### src/rtl/bb3_pkg.sv
`timescale 1ns / 1ps
`default_nettype none
// ----------------------------------------------------------------------------
// bb3_pkg: shared types and constants of the 3x3 box blur
// Pixel and window column types, register indexes, the control state codes
// and the reciprocal table used to divide a window sum by its pixel count.
// ----------------------------------------------------------------------------
package bb3_pkg;

  localparam int MAX_WIDTH   = 1024;
  localparam int COL_W       = $clog2(MAX_WIDTH);
  localparam int WEFF_W      = COL_W + 1;
  localparam int WID_W       = 11;
  localparam int HGT_W       = 16;
  localparam int ROW_W       = HGT_W + 1;
  localparam int CH_W        = 8;
  localparam int CSUM_W      = CH_W + 2;
  localparam int SUM_W       = CH_W + 4;
  localparam int CNT_W       = 4;
  localparam int RECIP_SHIFT = 15;
  localparam int RECIP_W     = RECIP_SHIFT + 1;
  localparam int PROD_W      = SUM_W + RECIP_W;
  localparam int CFG_W       = 16;
  localparam int CFG_IDX_W   = 1;

  localparam logic [CFG_IDX_W-1:0] CFG_IMAGE_WIDTH  = 1'd0;
  localparam logic [CFG_IDX_W-1:0] CFG_IMAGE_HEIGHT = 1'd1;

  typedef struct packed {
    logic [CH_W-1:0] red;
    logic [CH_W-1:0] green;
    logic [CH_W-1:0] blue;
  } pix_t;

  typedef struct packed {
    pix_t top;
    pix_t mid;
    pix_t bot;
  } column_t;

  typedef struct packed {
    logic [CSUM_W-1:0] red;
    logic [CSUM_W-1:0] green;
    logic [CSUM_W-1:0] blue;
  } col_sum_t;

  typedef struct packed {
    logic shift;
    logic use_top;
    logic use_bot;
  } cell_ctrl_t;

  typedef enum logic [2:0] {
    ST_IDLE,
    ST_READ,
    ST_SHIFT,
    ST_SUM,
    ST_DIV
  } state_t;

  // ceil(2^RECIP_SHIFT / n); exact floor division for every window sum.
  function automatic logic [RECIP_W-1:0] recip(input logic [CNT_W-1:0] n);
    logic [RECIP_W-1:0] r;
    case (n)
      4'd1:    r = 16'd32768;
      4'd2:    r = 16'd16384;
      4'd3:    r = 16'd10923;
      4'd4:    r = 16'd8192;
      4'd5:    r = 16'd6554;
      4'd6:    r = 16'd5462;
      4'd7:    r = 16'd4682;
      4'd8:    r = 16'd4096;
      4'd9:    r = 16'd3641;
      default: r = 16'd32768;
    endcase
    return r;
  endfunction

endpackage
`default_nettype wire

### src/rtl/bb3_cell.sv
`timescale 1ns / 1ps
`default_nettype none
// ----------------------------------------------------------------------------
// bb3_cell: one column of the 3x3 window
// Holds three pixels, passes them to the next cell on a shift and gives the
// per-channel sum of the rows that lie inside the frame.
// ----------------------------------------------------------------------------
module bb3_cell
  import bb3_pkg::*;
(
  input  wire logic       clk,
  input  wire logic       rst_n,
  input  wire cell_ctrl_t ctrl,
  input  wire column_t    col_in,
  output column_t         col_out,
  output col_sum_t        sum_out
);

  column_t col_r;
  column_t col_nxt;

  always_comb begin
    col_nxt = col_r;
    if (ctrl.shift) begin
      col_nxt = col_in;
    end
  end

  always_ff @(posedge clk) begin
    if (!rst_n) begin
      col_r <= '0;
    end else begin
      col_r <= col_nxt;
    end
  end

  always_comb begin
    sum_out.red   = CSUM_W'(col_r.mid.red);
    sum_out.green = CSUM_W'(col_r.mid.green);
    sum_out.blue  = CSUM_W'(col_r.mid.blue);
    if (ctrl.use_top) begin
      sum_out.red   = sum_out.red   + CSUM_W'(col_r.top.red);
      sum_out.green = sum_out.green + CSUM_W'(col_r.top.green);
      sum_out.blue  = sum_out.blue  + CSUM_W'(col_r.top.blue);
    end
    if (ctrl.use_bot) begin
      sum_out.red   = sum_out.red   + CSUM_W'(col_r.bot.red);
      sum_out.green = sum_out.green + CSUM_W'(col_r.bot.green);
      sum_out.blue  = sum_out.blue  + CSUM_W'(col_r.bot.blue);
    end
  end

  assign col_out = col_r;

endmodule
`default_nettype wire

### config.mk
export PLATFORM = sky130hd
export DESIGN_NAME = bb3_cell
export DESIGN_NICKNAME = d
export VERILOG_FILES = /design/src/rtl/bb3_pkg.sv /design/src/rtl/bb3_cell.sv
export SDC_FILE = /design/constraint.sdc
export NUM_CORES = 1
export LEC_CHECK = 0
export BUFFER_PORTS_ARGS = -buffer_cell sky130_fd_sc_hd__buf_4
export CORE_MARGIN = 2
export CORE_UTILIZATION = 30
export DETAILED_ROUTE_END_ITERATION = 7
export GPL_ROUTABILITY_DRIVEN = 0
export PLACE_DENSITY = 0.62
export SLEW_MARGIN = 40
export SYNTH_ARGS = -nofsm -noshare
export SYNTH_HDL_FRONTEND = slang
export SYNTH_SLANG_ARGS = --single-unit
### constraint.sdc
create_clock -name clk -period 6.35 [get_ports clk]
set_input_delay 0.9525 -clock clk [delete_from_list [all_inputs] [get_ports clk]]
set_output_delay 0.9525 -clock clk [all_outputs]
set_load 0.01 [all_outputs]
Word level (Yosys, flattened, before mapping)

Cells that the tools add are included.
Widths: inputs -> output; s select.

Add/subtract/negate cells: 6
Multiplexer cells: 2

Operator list:

| operator      | number |
|---|---|
| $add 10x8->10 | 3 |
| $mux 30       | 1 |
| $mux 29       | 1 |
| $add 8x8->9   | 3 |

Register bits after elaboration: 72
Logic and storage cells: 17
Input bits: 77
Output and inout bits: 102

Longest topological paths before layout

Depth after elaboration: 4
Gate-level depth with buffers: 12
Mapped depth without buffers: 12

Worst setup path before layout

Ideal clock, no wire load.

Kind: input -> output
From: input port ctrl[1] in the netlist's numbering
To: output port sum_out[8] in the netlist's numbering
Arrival time: 3.279 ns
Cell stages on the path: 10
Buffers on the path: 2
Path slack: 2.118 ns
Cells stage by stage: buf_2 > buf_2 > mux2_2 > ha_1 > fa_1 > a211oi_1 > nor2_1 > o311ai_0 > a21oi_1 > xnor2_1

RTL lines:

| item        | RTL line       | RTL |
|---|---|---|
| from (decl) | bb3_cell.sv:13 | `input wire cell_ctrl_t ctrl,` |
| to (decl)   | bb3_cell.sv:16 | `output col_sum_t sum_out` |

==> impl_metrics.env <==
export IMPL_outcome="finished clean"
export IMPL_numCtsBuffers=9
export IMPL_p_leak_nw=3.51
export IMPL_synthTopCellsByArea="dfxtp_1 (27%), mux2i_1 (14%), ha_1 (12%)"
export IMPL_synth_edf_count=0
export IMPL_finalPower_mw=1.51
export IMPL_worstPathArrival_ps=3700
export IMPL_peakVddDrop_v=0.000121
export IMPL_die_x_um=137
export IMPL_crit_fanout=37
export IMPL_slew_limit_headroom=0.510
export IMPL_diodes=0
export IMPL_cp_start_kind="input pin"
export IMPL_grt_pass1_vias=4432
export IMPL_syn_inst=560
export IMPL_grt_pass1_wl_mm=22.7
export IMPL_finalWorstSetupSlack_ps=1700
export IMPL_syn_area_per_cell_sq_um=9.42
export IMPL_clock_sinks=72
export IMPL_grt_max_degree=73
export IMPL_final_util=0.414
export IMPL_clockBufferDepth=2
export IMPL_fin_nets=859
export IMPL_tightest_slew_ps=735
export IMPL_setup_tns_ps=0
export IMPL_crit_type="input pin to output pin"
export IMPL_first_pass_iters=4
export IMPL_critPathMaxStageDelay_ps=430
export IMPL_drive_gt1_frac=0.315
export IMPL_vias=4676
export IMPL_ant_nets=0
export IMPL_hold_viol=0
export IMPL_root_buffer="clkbuf_16"
export IMPL_async_flop_share=0
export IMPL_syn_area_sq_um=5280
export IMPL_crit_chain="buf_4 > mux2_2 > ha_1 > fa_1 > a211oi_1 > nor2_1 > o311ai_0 > a21oi_1 > xnor2_1 > buf_4"
export IMPL_powerDensity_nw_per_um2=212
export IMPL_drt_iter0_drc=211
export IMPL_synth_warnings=0
export IMPL_yosys_most_used_dff="dfxtp_1"
export IMPL_largest_reg_flops=72
export IMPL_die_y_um=137
export IMPL_cp_common_cell="buf_4"
export IMPL_cap_violations=0
export IMPL_drc_errors=0
export IMPL_insertion_delay_ps=340
export IMPL_fin_crit_sh=0.732
export IMPL_clk_pin_slew_ps=50
export IMPL_synth_top_cell_area_share=0.273
export IMPL_ys_seq_area_frac=0.273
export IMPL_vias_per_cell=4.90
export IMPL_grt_overflow=0
export IMPL_htreeDepth=3
export IMPL_crit_path_end_kind="output pin"
export IMPL_setup_viol=0
export IMPL_layout_commonest_cell="buf_4"
export IMPL_antenna_found_initial=0
export IMPL_dieArea_sq_um=18700
export IMPL_num_rows=48
export IMPL_maxSlewViolCount=0
export IMPL_cts_resized_gates=0
export IMPL_syn_num_nets=694
export IMPL_hold_ws_ps=549
export IMPL_start_util=0.306
export IMPL_io_buffers=178
export IMPL_fill_cells=1771
export IMPL_yosysUniqueCellTypes=55
export IMPL_ios=179
export IMPL_tritoncts="yes"
export IMPL_yosysTopAreaCell="dfxtp_1"
export IMPL_area_growth_syn_to_layout_pct=35.1
export IMPL_cts_setup_buffers=0
export IMPL_worst_path_max_delay_cell="fa_1"
export IMPL_wl_per_cell_um=15.3
export IMPL_worstPathRequired_ps=5400
export IMPL_rsz0062_at_grt="no"
export IMPL_core_sq_um=17200
export IMPL_fin_worst_skew_ps=0
export IMPL_synth_seq_cells=72
export IMPL_min_period_ps=4650
export IMPL_drt_total_wl_mm=14.6
export IMPL_max_freq_ghz=0.215
export IMPL_dpl_hpwl_mm=11.1
export IMPL_hold_buffers=0
export IMPL_post_place_ws_ps=1710
export IMPL_final_cell_mix="buf_4 (179), nor2b_1 (76), mux2i_1 (73), dfxtp_1 (72), ha_1 (51)"
export IMPL_hold_path_class="register to register"
export IMPL_grt_usage=0.155
cell type report:
cell class / instances / area, sq um / share of cell area
flip-flops and latches: 72 / 1440 / 0.202
inverters: 7 / 26.3 / 0.00369
repair buffers: 179 / 1340 / 0.188
multi-input cells: 456 / 3700 / 0.519
clock buffers: 12 / 256 / 0.0360
clock inverters: 4 / 76.3 / 0.0107
well taps: 225 / 282 / 0.0395
final timing paths:
kind / start / end / slack (ps) / cells after the start
min reg2reg: col_out[51] / col_out[51] / 550 / 2
min: col_out[51] / col_out[51] / 550 / 2
max reg2reg: col_out[63] / col_out[63] / 5600 / 2
max: ctrl[1] / sum_out[8] / 1700 / 10
critical path: cells and delay by family:
| family | cells | cell delay (ps) |
|---|---|---|
| adders and majority gates | 2 | 640 |
| xor gates and xnor gates | 1 | 190 |
| muxes | 1 | 400 |
| AOI/OAI and AO/OA | 3 | 870 |
| and+or+nand+nor | 1 | 120 |
| buffers and inverters | 2 | 500 |
synthesized netlist by cell type (3+ instances only):
master     count
o21bai_1       6
nor3_1         7
a211oi_1      16
dfxtp_1       72
buf_2         10
nor2_1        24
nand4_1        3
nand2_1       10
or2_2          4
o2bb2ai_1      4
nand2b_1       3
o21ai_0       30
a211o_1        6
a21o_1        16
nor2b_1       76
xor2_1         6
inv_1          7
a31oi_1        4
nand3_1        4
xnor2_1       13
nand4b_1       3
mux2i_1       73
mux2_2        24
a21oi_1       26
o21a_1         7
fa_1           6
ha_1          51
clkbuf_1      13
metrics by stage:
step / instance area, sq um / instances
final: 7130 / 955
after global routing: 7130 / 955
after CTS: 7130 / 955
after detailed placement: 6800 / 939
after global placement: 6800 / 939
after floorplan: 5280 / 560
where the power goes:
part / total, mW / internal (mW) / leakage, nW / switching [mW]
registers: 0.512 / 0.479 / 0.595 / 0.0323
logic: 0.429 / 0.227 / 2.75 / 0.202
clock network: 0.568 / 0.366 / 0.159 / 0.202
routing by layer:
| metal | track usage | part of all wire |
|---|---|---|
| met5 | 0 | 0 |
| met4 | 0.0561 | 0.017 |
| met3 | 0.0333 | 0.057 |
| met2 | 0.249 | 0.45 |
| met1 | 0.204 | 0.47 |
kinds of logic (layout without fill, tap and decap cells):
family,after synthesis,count (layout),share of synthesized area
simple gates,143,143,0.155
flops,72,72,0.273
fa+ha+maj,57,57,0.144
xor+xnor,19,19,0.0315
buf+inv,32,202,0.0251
mux,97,97,0.190
compound gates,140,140,0.182
No activity file was read; power rests on OpenSTA's default activity.
